### config.mk
export PLATFORM = sky130hd
export DESIGN_NAME = thbs_rsp_fifo
export DESIGN_NICKNAME = d
export VERILOG_FILES = /design/src/rtl/core/thbs_pkg.sv /design/src/rtl/core/thbs_rsp_fifo.sv
export SDC_FILE = /design/constraint.sdc
export NUM_CORES = 1
export LEC_CHECK = 0
export CORE_MARGIN = 3
export CORE_UTILIZATION = 46
export DETAILED_ROUTE_END_ITERATION = 8
export DONT_BUFFER_PORTS = 1
export PLACE_DENSITY = 0.68
export SLEW_MARGIN = 30
export SYNTH_ARGS = -nofsm -noshare
export SYNTH_HDL_FRONTEND = slang
export SYNTH_SLANG_ARGS = --single-unit
### constraint.sdc
create_clock -name clock -period 9.4 [get_ports clock]
set_input_delay 0.94 -clock clock [delete_from_list [all_inputs] [get_ports clock]]
set_output_delay 0.94 -clock clock [all_outputs]
set_load 0.05 [all_outputs]
### src/rtl/core/thbs_pkg.sv
`timescale 1ns / 1ps

package thbs_pkg;

   // Pixel and result field widths.
   localparam int CHAN_W    = 16;
   localparam int NUM_CHAN  = 3;
   localparam int ROW_W     = 12;
   localparam int PIX_COL_W = 10;

   // Configuration register widths and limits.
   localparam int WIDTH_REG_W  = 11;
   localparam int HEIGHT_REG_W = 13;
   localparam int LIMIT_W      = 16;
   localparam int CSR_INDEX_W  = 2;
   localparam int CSR_DATA_W   = 16;
   localparam int MIN_SIZE     = 3;
   localparam int MAX_HEIGHT   = 4096;
   localparam int DEFAULT_MAX_WIDTH = 1024;

   localparam logic [WIDTH_REG_W-1:0]  WIDTH_RESET  = 11'd640;
   localparam logic [HEIGHT_REG_W-1:0] HEIGHT_RESET = 13'd480;
   localparam logic [LIMIT_W-1:0]      LIMIT_RESET  = 16'd1024;

   localparam logic [CSR_INDEX_W-1:0] CSR_FRAME_WIDTH  = 2'd0;
   localparam logic [CSR_INDEX_W-1:0] CSR_FRAME_HEIGHT = 2'd1;
   localparam logic [CSR_INDEX_W-1:0] CSR_CHANGE_LIMIT = 2'd2;

   // A 3x3 sum of 16-bit channels stays below 2^20. Multiplying by
   // ceil(2^23 / 9) and shifting right by 23 gives the exact quotient by
   // nine for every sum below 2^21.
   localparam int SUM_W       = 20;
   localparam int PROD_W      = 2 * SUM_W;
   localparam int RECIP_SHIFT = 23;
   localparam logic [SUM_W-1:0] RECIP_NINE = 20'd932068;

   // Response queue.
   localparam int RSP_DEPTH   = 8;
   localparam int RSP_PTR_W   = $clog2(RSP_DEPTH);
   localparam int RSP_LEVEL_W = RSP_PTR_W + 1;
   localparam int PUSH_W      = 2;
   localparam logic [PUSH_W-1:0] PUSH_TWO = 2'd2;

   // Channel 0 is red, 1 green, 2 blue.
   typedef logic [NUM_CHAN-1:0][CHAN_W-1:0] rgb_type;

   typedef struct packed {
      logic [ROW_W-1:0]     row;
      logic [PIX_COL_W-1:0] col;
      rgb_type              pix;
      logic                 done;
   } rsp_item_type;

   // Up to two results leave the compute stage per request, first in order.
   typedef struct packed {
      logic [PUSH_W-1:0] count;
      rsp_item_type      first;
      rsp_item_type      second;
   } rsp_push_type;

endpackage

### src/rtl/core/thbs_rsp_fifo.sv
`timescale 1ns / 1ps

module thbs_rsp_fifo (
   input  logic                              clock,
   input  logic                              reset,
   input  thbs_pkg::rsp_push_type            push,
   output logic                              rsp_valid,
   input  logic                              rsp_ready,
   output thbs_pkg::rsp_item_type            rsp_item,
   output logic [thbs_pkg::RSP_LEVEL_W-1:0]  level
);
   import thbs_pkg::*;

   rsp_item_type           entry_ff [RSP_DEPTH];
   logic [RSP_PTR_W-1:0]   head_ff, head_in;
   logic [RSP_PTR_W-1:0]   tail_ff, tail_in;
   logic [RSP_PTR_W-1:0]   tail_next;
   logic [RSP_LEVEL_W-1:0] level_ff, level_in;
   logic                   pop;

   assign rsp_valid = (level_ff != '0);
   assign rsp_item  = entry_ff[head_ff];
   assign level     = level_ff;
   assign pop       = rsp_valid && rsp_ready;
   assign tail_next = tail_ff + 1'b1;

   always_comb begin
      head_in  = pop ? (head_ff + 1'b1) : head_ff;
      tail_in  = tail_ff + RSP_PTR_W'(push.count);
      level_in = level_ff + RSP_LEVEL_W'(push.count) - RSP_LEVEL_W'(pop);
   end

   always_ff @(posedge clock) begin
      if (reset) begin
         head_ff  <= '0;
         tail_ff  <= '0;
         level_ff <= '0;
      end else begin
         head_ff  <= head_in;
         tail_ff  <= tail_in;
         level_ff <= level_in;
      end
   end

   always_ff @(posedge clock) begin
      if (push.count != '0) begin
         entry_ff[tail_ff] <= push.first;
      end
      if (push.count == PUSH_TWO) begin
         entry_ff[tail_next] <= push.second;
      end
   end

endmodule

==> flow_summary.json <==
{
  "status": "complete, no violations",
  "drc": 0,
  "clockBufferDepth": 3,
  "synth_async_sr_flop_share": 0,
  "drive_gt1_frac": 0.580,
  "tightest_slew_ps": 987,
  "synthesis.area_um2": 29000,
  "yosysSeqAreaShare": 0.597,
  "initial_core_util": 0.468,
  "cts.sinks": 581,
  "drv_slew": 0,
  "synth_area_per_cell_um2": 18.8,
  "tns_ps": 0,
  "synth_edf_count": 568,
  "wl_um": 72200,
  "min_path_type": "input pin to flip-flop",
  "p_per_area_nw_per_um2": 229,
  "drt_first_pass_iters": 5,
  "gp_congestion": 0.745,
  "synthCells": 1542,
  "fillCellCount": 4987,
  "die_h_um": 257,
  "drt-wirelength-per-cell_um": 29.8,
  "final_cell_area_um2": 31800,
  "rows": 91,
  "drtIter0Drc": 1198,
  "ctsRootBufferMaster": "clkbuf_16",
  "max_freq_ghz": 0.243,
  "portBuffers": 0,
  "diodes": 0,
  "vias": 14700,
  "peakVddDrop_uv": 122,
  "setup_violations": 0,
  "postCtsSetupRepairBufs": 0,
  "cp_max_fo": 43,
  "syn_nets": 1699,
  "finalCritPeriodShare": 0.439,
  "cp-start-kind": "flip-flop",
  "h-tree-depth": 3,
  "clkLatencyLatePin_ps": 600,
  "maxSlewHeadroom": 0.342,
  "cp.required_ps": 9610,
  "io-pin-count": 223,
  "synthToLayoutAreaGrowth_pct": 9.74,
  "cap_viol_max_count": 0,
  "ys_types": 42,
  "route.detailed.vias_per_inst": 6.07,
  "finalCriticalPeriod_ps": 4120,
  "dieWidth_um": 257,
  "place_hpwl_um": 38200,
  "final_cell_mix": "mux2_2 (633), edfxtp_1 (568), mux4_2 (142)",
  "dieArea_um2": 66100,
  "yosys_warnings": 0,
  "tritoncts": "yes",
  "critPathCaptureType": "flip-flop",
  "cts_buffers": 67,
  "grt_pass1_vias": 15900,
  "ys_ff_latch": 581,
  "cts_hold_buf": 0,
  "grt_pass1_wl_um": 107000,
  "synth-main-ff-cell": "edfxtp_1",
  "cp_data_arrival_time_ps": 4330,
  "placed_cell_area_um2": 29800,
  "cts_resized": 0,
  "grt_usage": 0.220,
  "antenna_found_initial": 0,
  "clk_pin_slew_worst_paths_ps": 60,
  "gr-total-overflow": 0,
  "nets": 1697,
  "core_area_um2": 62100,
  "ys_top_cells_by_area": "edfxtp_1 (59%), mux2_2 (25%), mux4_2 (11%)",
  "p_leak_uw": 0.0101,
  "whs_ps": 399,
  "grt_max_degree": 81,
  "final_common_cell": "mux2_2",
  "fin_worst_skew_ps": 24.6,
  "synthDominantCellAreaShare": 0.588,
  "final-hold-violation-count": 0,
  "path_class": "flip-flop to flip-flop",
  "yosysTopAreaCell": "edfxtp_1",
  "ant_nets": 0,
  "rsz0062_at_grt": "no"
}
-- cells by family after synthesis --
group	share of synthesized area
buffers and inverters	0.0252
adder cells (fa/ha/maj)	0.00483
multiplexers	0.358
AND/OR/NAND/NOR	0.00802
XOR/XNOR	0.00250
AO/OA/AOI/OAI	0.00431
flip-flops	0.597
-- area by class of cell --
| cell class | instances | area, um^2 | area share |
|---|---|---|---|
| Clock inverter | 36 | 312 | 0.00978 |
| Tap cell | 837 | 1050 | 0.0329 |
| Multi-Input combinational cell | 851 | 11100 | 0.349 |
| Sequential cell | 581 | 17300 | 0.544 |
| Timing Repair Buffer | 29 | 241 | 0.00758 |
| Inverter | 10 | 37.5 | 0.00118 |
| Clock buffer | 82 | 1750 | 0.0551 |
-- per-layer routing --
metal	track usage	share of wire	vias to the layer above
li1	-	-	6358
met1	0.281	0.40	7791
met2	0.373	0.50	479
met3	0.0545	0.074	100
met4	0.0616	0.020	0
met5	0	0	-
-- cells in the mapped netlist, types with 2 or more instances --
cell type and n:
a21oi_1 2, nand2b_1 5, clkbuf_1 16, o21ai_0 9, inv_1 10, nand2_1 5, nor2_1 8, buf_1 9
buf_2 23, nand3_1 2, mux4_2 142, nand2_2 2, buf_4 30, nand4b_1 2, xor2_1 2, fa_1 2
clkbuf_8 7, mux2_2 633, buf_6 14, nor2b_1 2, a31o_2 3, mux2_1 6, ha_1 8, o22ai_1 2
dfxtp_1 13, edfxtp_1 568, o31ai_1 2
-- flip-flops by register name (all words and copies together), names as in the netlist, named ones only --
register / flops
tail_ff: 3
entry_ff: 568
head_ff: 3
level: 4
-- report_power, final --
part | total [uW] | internal, uW | switching (uW) | leakage [uW]
sequential | 3240 | 3120 | 116 | 0.00532
clock | 2470 | 1440 | 1030 | 0.00101
combinational | 1570 | 557 | 1010 | 0.00374
-- final timing paths --
path | startpoint | end | slack, ps | cells after the start
min reg2reg | head_ff[1]$_SDFFE_PP0P_ | head_ff[1]$_SDFFE_PP0P_ | 510 | 2
min | reset | tail_ff[1]$_SDFF_PP0_ | 400 | 1
max | tail_ff[0]$_SDFF_PP0_ | entry_ff[5][50]$_DFFE_PP_ | 5280 | 6
max reg2reg | tail_ff[0]$_SDFF_PP0_ | entry_ff[5][50]$_DFFE_PP_ | 5280 | 6
-- stage by stage --
stage	utilization	total power (uW)	setup slack, ps	cells
detailed placement	0.480	4890	5240	2308
global route	0.513	7550	5100	2426
CTS	0.513	7370	5160	2426
floorplan	-	4580	2460	1542
global placement	0.480	4860	5340	2308
finish	0.513	7280	5280	2426
-- critical path: stages (launching register included) --
cell     delay, ps
dfxtp_1        570
ha_1           360
nor4b_2        700
nand2_4        480
o21ai_4        380
buf_4          420
buf_4          670
Note: power is estimated with default switching activity, not from simulation.
