==> src/rtl/core/thbs_pkg.sv <==
`timescale 1ns / 1ps

package thbs_pkg;

   // Pixel and result field widths.
   localparam int CHAN_W    = 16;
   localparam int NUM_CHAN  = 3;
   localparam int ROW_W     = 12;
   localparam int PIX_COL_W = 10;

   // Configuration register widths and limits.
   localparam int WIDTH_REG_W  = 11;
   localparam int HEIGHT_REG_W = 13;
   localparam int LIMIT_W      = 16;
   localparam int CSR_INDEX_W  = 2;
   localparam int CSR_DATA_W   = 16;
   localparam int MIN_SIZE     = 3;
   localparam int MAX_HEIGHT   = 4096;
   localparam int DEFAULT_MAX_WIDTH = 1024;

   localparam logic [WIDTH_REG_W-1:0]  WIDTH_RESET  = 11'd640;
   localparam logic [HEIGHT_REG_W-1:0] HEIGHT_RESET = 13'd480;
   localparam logic [LIMIT_W-1:0]      LIMIT_RESET  = 16'd1024;

   localparam logic [CSR_INDEX_W-1:0] CSR_FRAME_WIDTH  = 2'd0;
   localparam logic [CSR_INDEX_W-1:0] CSR_FRAME_HEIGHT = 2'd1;
   localparam logic [CSR_INDEX_W-1:0] CSR_CHANGE_LIMIT = 2'd2;

   // A 3x3 sum of 16-bit channels stays below 2^20. Multiplying by
   // ceil(2^23 / 9) and shifting right by 23 gives the exact quotient by
   // nine for every sum below 2^21.
   localparam int SUM_W       = 20;
   localparam int PROD_W      = 2 * SUM_W;
   localparam int RECIP_SHIFT = 23;
   localparam logic [SUM_W-1:0] RECIP_NINE = 20'd932068;

   // Response queue.
   localparam int RSP_DEPTH   = 8;
   localparam int RSP_PTR_W   = $clog2(RSP_DEPTH);
   localparam int RSP_LEVEL_W = RSP_PTR_W + 1;
   localparam int PUSH_W      = 2;
   localparam logic [PUSH_W-1:0] PUSH_TWO = 2'd2;

   // Channel 0 is red, 1 green, 2 blue.
   typedef logic [NUM_CHAN-1:0][CHAN_W-1:0] rgb_type;

   typedef struct packed {
      logic [ROW_W-1:0]     row;
      logic [PIX_COL_W-1:0] col;
      rgb_type              pix;
      logic                 done;
   } rsp_item_type;

   // Up to two results leave the compute stage per request, first in order.
   typedef struct packed {
      logic [PUSH_W-1:0] count;
      rsp_item_type      first;
      rsp_item_type      second;
   } rsp_push_type;

endpackage

==> src/rtl/core/thbs_smooth.sv <==
`timescale 1ns / 1ps

module thbs_smooth (
   input  thbs_pkg::rgb_type                  tl,
   input  thbs_pkg::rgb_type                  tc,
   input  thbs_pkg::rgb_type                  tr,
   input  thbs_pkg::rgb_type                  ml,
   input  thbs_pkg::rgb_type                  mc,
   input  thbs_pkg::rgb_type                  mr,
   input  thbs_pkg::rgb_type                  bl,
   input  thbs_pkg::rgb_type                  bc,
   input  thbs_pkg::rgb_type                  br,
   input  logic [thbs_pkg::LIMIT_W-1:0]       limit,
   output thbs_pkg::rgb_type                  fin
);
   import thbs_pkg::*;

   logic [SUM_W-1:0]  sum      [NUM_CHAN];
   logic [PROD_W-1:0] prod     [NUM_CHAN];
   logic [CHAN_W-1:0] mean     [NUM_CHAN];
   logic [CHAN_W-1:0] distance [NUM_CHAN];

   always_comb begin
      for (int k = 0; k < NUM_CHAN; k++) begin
         sum[k] = SUM_W'(tl[k]) + SUM_W'(tc[k]) + SUM_W'(tr[k])
                + SUM_W'(ml[k]) + SUM_W'(mc[k]) + SUM_W'(mr[k])
                + SUM_W'(bl[k]) + SUM_W'(bc[k]) + SUM_W'(br[k]);
         prod[k] = PROD_W'(sum[k]) * PROD_W'(RECIP_NINE);
         mean[k] = CHAN_W'(prod[k] >> RECIP_SHIFT);
         distance[k] = (mc[k] > mean[k]) ? (mc[k] - mean[k]) : (mean[k] - mc[k]);
         fin[k]  = (distance[k] > limit) ? mean[k] : mc[k];
      end
   end

endmodule

==> config.mk <==
export PLATFORM = sky130hd
export DESIGN_NAME = thbs_smooth
export DESIGN_NICKNAME = d
export VERILOG_FILES = /design/src/rtl/core/thbs_pkg.sv /design/src/rtl/core/thbs_smooth.sv
export SDC_FILE = /design/constraint.sdc
export NUM_CORES = 2
export LEC_CHECK = 0
export ABC_AREA = 0
export BUFFER_PORTS_ARGS = -buffer_cell sky130_fd_sc_hd__clkbuf_2
export CAP_MARGIN = 10
export CORE_ASPECT_RATIO = 1.5
export CORE_UTILIZATION = 66
export DETAILED_ROUTE_END_ITERATION = 10
export PLACE_DENSITY = 0.95
export SLEW_MARGIN = 20
export SYNTH_ARGS = -nofsm -noshare
export SYNTH_HDL_FRONTEND = slang
export SYNTH_SLANG_ARGS = --single-unit
==> constraint.sdc <==
create_clock -name vclk -period 55.9
set_input_delay 11.18 -clock vclk [all_inputs]
set_output_delay 11.18 -clock vclk [all_outputs]
set_load 0.01 [all_outputs]
==> out/metrics.sh <==
NUM_ROWS=96
MAXCAP_VIOLATIONS=0
LAYOUT.CLOCK_BUFFERS=0
DRT-PASS1-ITER-COUNT=8
CORE_AREA_SQ_MM=0.0459
GRT_START_MAX_NET_PINS=33
GRT_PASS1_WL_MM=143
POST_ROUTE_CELLS_DRIVE_ABOVE_1_SHARE=0.140
NUMBER_OF_GLOBAL_ROUTE_VIAS_BEFORE_REPAIR=28600
FLOORPLAN.INITIALDENSITY=0.669
DISTINCT_CELLS_SYNTH=79
WORST_SETUP_PATH_START_KIND='primary input'
CELL_WITH_THE_LARGEST_STAGE_DELAY_ON_THE_WORST_PATH='sky130_fd_sc_hd__and2_1'
NETLIST_TOP_CELLS_COUNT='962 x sky130_fd_sc_hd__inv_1, 631 x sky130_fd_sc_hd__ha_1, 587 x sky130_fd_sc_hd__fa_1, 129 x sky130_fd_sc_hd__o21ai_0, 117 x sky130_fd_sc_hd__nand2_1'
AREA_GROWTH_PCT=10.1
CTSRESIZECOUNT=0
CRITICAL-PATH-MAX-STAGE-DELAY_NS=0.71
FINALHOLDWORSTSLACK_NS=22.77
RUN_STATUS='complete, no violations'
SYNTH_FP_NETS=5018
SYNTHESIS.YOSYS.WARNINGS=0
WL_PER_CELL_UM=20.8
FIRST_ITER_VIOLATIONS=1476
TIMING.SETUP.CRITICAL_PATH_CLASS='in -> out'
FLOORPLAN.IO_PINS=496
DIE_W_UM=178
FLOPS_AND_LATCHES=0
ANTENNA_VIOLATING_NETS_POST_ROUTE=0
GP_CONGESTION=1.04
NUM_VIAS=25700
DRT_WL_TOTAL_MM=91.8
MIN_PATH_CELLS=4
SYNTH_AREA_LEADERS='sky130_fd_sc_hd__fa_1 38%, sky130_fd_sc_hd__ha_1 26%, sky130_fd_sc_hd__inv_1 12%'
FIN_NETS=5483
DPL.HPWL_MM=84.9
TIMING.FINAL.CRIT_SHARE=0.684
WORST_PIN_SLEW_NS=1.05
SYN-CELL-AREA_SQ_MM=0.0307
FINAL_CELL_COUNT_NO_FILL=4404
DRT-VIAS-PER-INSTANCE=5.83
CRITICAL_PATH_ARRIVAL_NS=27.03
CRITICAL_PATH.ENDPOINT_TYPE='primary output'
FINAL_TOTAL_NEGATIVE_SETUP_SLACK_NS=0
FMAX_MHz=26.2
CRITICAL-PATH-TOP-CELL-BY-COUNT='sky130_fd_sc_hd__fa_1'
HOLD_END='fin[18]'
MULTI_INPUT_AREA_SQ_MM=0.0270
FLOORPLAN.DIE.HEIGHT_UM=266
HOLD_BUFFERS=0
WORSTHOLDPATHTYPE='in -> out'
GLOBAL_ROUTE.USAGE.TOTAL=0.396
CRIT_PATH_MAX_FANOUT=28
LAYOUT_UTILIZATION=0.737
RSZ0062_AT_GRT='no'
SYNTH_LARGEST_AREA_CELL='sky130_fd_sc_hd__fa_1'
SYNTHMOSTINSTANTIATEDCELL='sky130_fd_sc_hd__inv_1'
DIEAREA_SQ_MM=0.0474
POST_CTS.REPAIR.SETUP_BUFFERS=0
POST-SYNTH-TOP-AREA-FRACTION=0.383
FINAL-SEQ-AREA_SQ_UM=0
SYNTH_CELLS=3352
FINAL.MIN_CLOCK_PERIOD_NS=38.21
FILL_CELLS=3160
SYN_AREA_PER_CELL_SQ_UM=9.16
REPORT.FINAL.SLEW_VIOL_COUNT=0
MIN_FROM='mc[18]'
ANTENNA_VIOLATIONS_BEFORE_REPAIR=3
SYNTH.YOSYS.SEQ_AREA_SHARE=0
WORSTPATHREQUIRED_NS=44.72
DRC=0
NUMPLACEDINSTANCES=4403
GLOBALROUTEOVERFLOWTOTAL=0
SETUP-VIOLATIONS-FINAL=0
FINALHOLDVIOLCOUNT=0
MAXSLEWHEADROOM=0.298
PLACEMENT.IO_BUFFERS=496
-- per-stage QoR --
step,setup WS [ns],instance area (sq um)
4_1_cts,17.54,33800
3_5_place_dp,17.59,33800
6_report,17.69,33800
5_1_grt,16.82,33800
3_3_place_gp,18.33,33800
2_1_floorplan,20.16,30700
-- cells by family (layout without fill, tap and decap cells) --
family / count (synthesis) / in the layout / synth area share
buffers and inverters: 997 / 1460 / 0.123
other: 0 / 1 / 0
muxes: 43 / 43 / 0.0145
xor gates and xnor gates: 165 / 165 / 0.0471
AOI/OAI and AO/OA: 514 / 514 / 0.110
adders and majority gates: 1218 / 1218 / 0.640
and+or+nand+nor: 415 / 415 / 0.0665
-- per-layer routing --
layer,GRT usage,wire [um],up-vias
met5,0,39,-
met1,0.419,30500,12400
li1,-,-,11500
met4,0.326,9090,6
met2,0.672,45000,1273
met3,0.0808,7180,474
-- worst max-delay path: cells and delay by family --
kind                       cells  cell delay (ns)
xor gates and xnor gates       3             0.69
AOI/OAI and AO/OA             23             5.28
muxes                          2             0.71
and+or+nand+nor               10             1.95
adders and majority gates     15             6.45
buffers and inverters         10             0.73
-- worst max-delay path by stage --
| stage | startpoint | endpoint | slack, ns | cells past startpoint |
|---|---|---|---|---|
| finish | tl[18] | fin[24] | 17.69 | 63 |
| global route | tl[2] | fin[6] | 16.82 | 65 |
| CTS | mc[17] | fin[24] | 17.54 | 63 |
| detailed placement | mc[17] | fin[24] | 17.59 | 63 |
| global placement | mc[17] | fin[24] | 18.33 | 63 |
| floorplan | bl[19] | fin[17] | 20.16 | 62 |
-- cell usage in the layout, fill, tap and decap left out, types with 15 or more instances in the layout --
master and count:
sky130_fd_sc_hd__a21boi_0 15, sky130_fd_sc_hd__a21o_1 95, sky130_fd_sc_hd__a21oi_1 114, sky130_fd_sc_hd__clkbuf_2 496, sky130_fd_sc_hd__fa_1 587, sky130_fd_sc_hd__ha_1 631, sky130_fd_sc_hd__inv_1 962, sky130_fd_sc_hd__mux2i_1 31
sky130_fd_sc_hd__nand2_1 117, sky130_fd_sc_hd__nand2b_1 26, sky130_fd_sc_hd__nand3_1 36, sky130_fd_sc_hd__nand4_1 24, sky130_fd_sc_hd__nor2_1 91, sky130_fd_sc_hd__nor2b_1 36, sky130_fd_sc_hd__nor3_1 32, sky130_fd_sc_hd__o21a_1 23
sky130_fd_sc_hd__o21ai_0 129, sky130_fd_sc_hd__xnor2_1 108, sky130_fd_sc_hd__xor2_1 57
-- cell type report --
cell class                      instances  area share
Antenna cell                            1   0.0000740
Inverter                              962       0.107
Multi-Input combinational cell       2355       0.797
Tap cell                              588      0.0218
Timing Repair Buffer                  498      0.0739
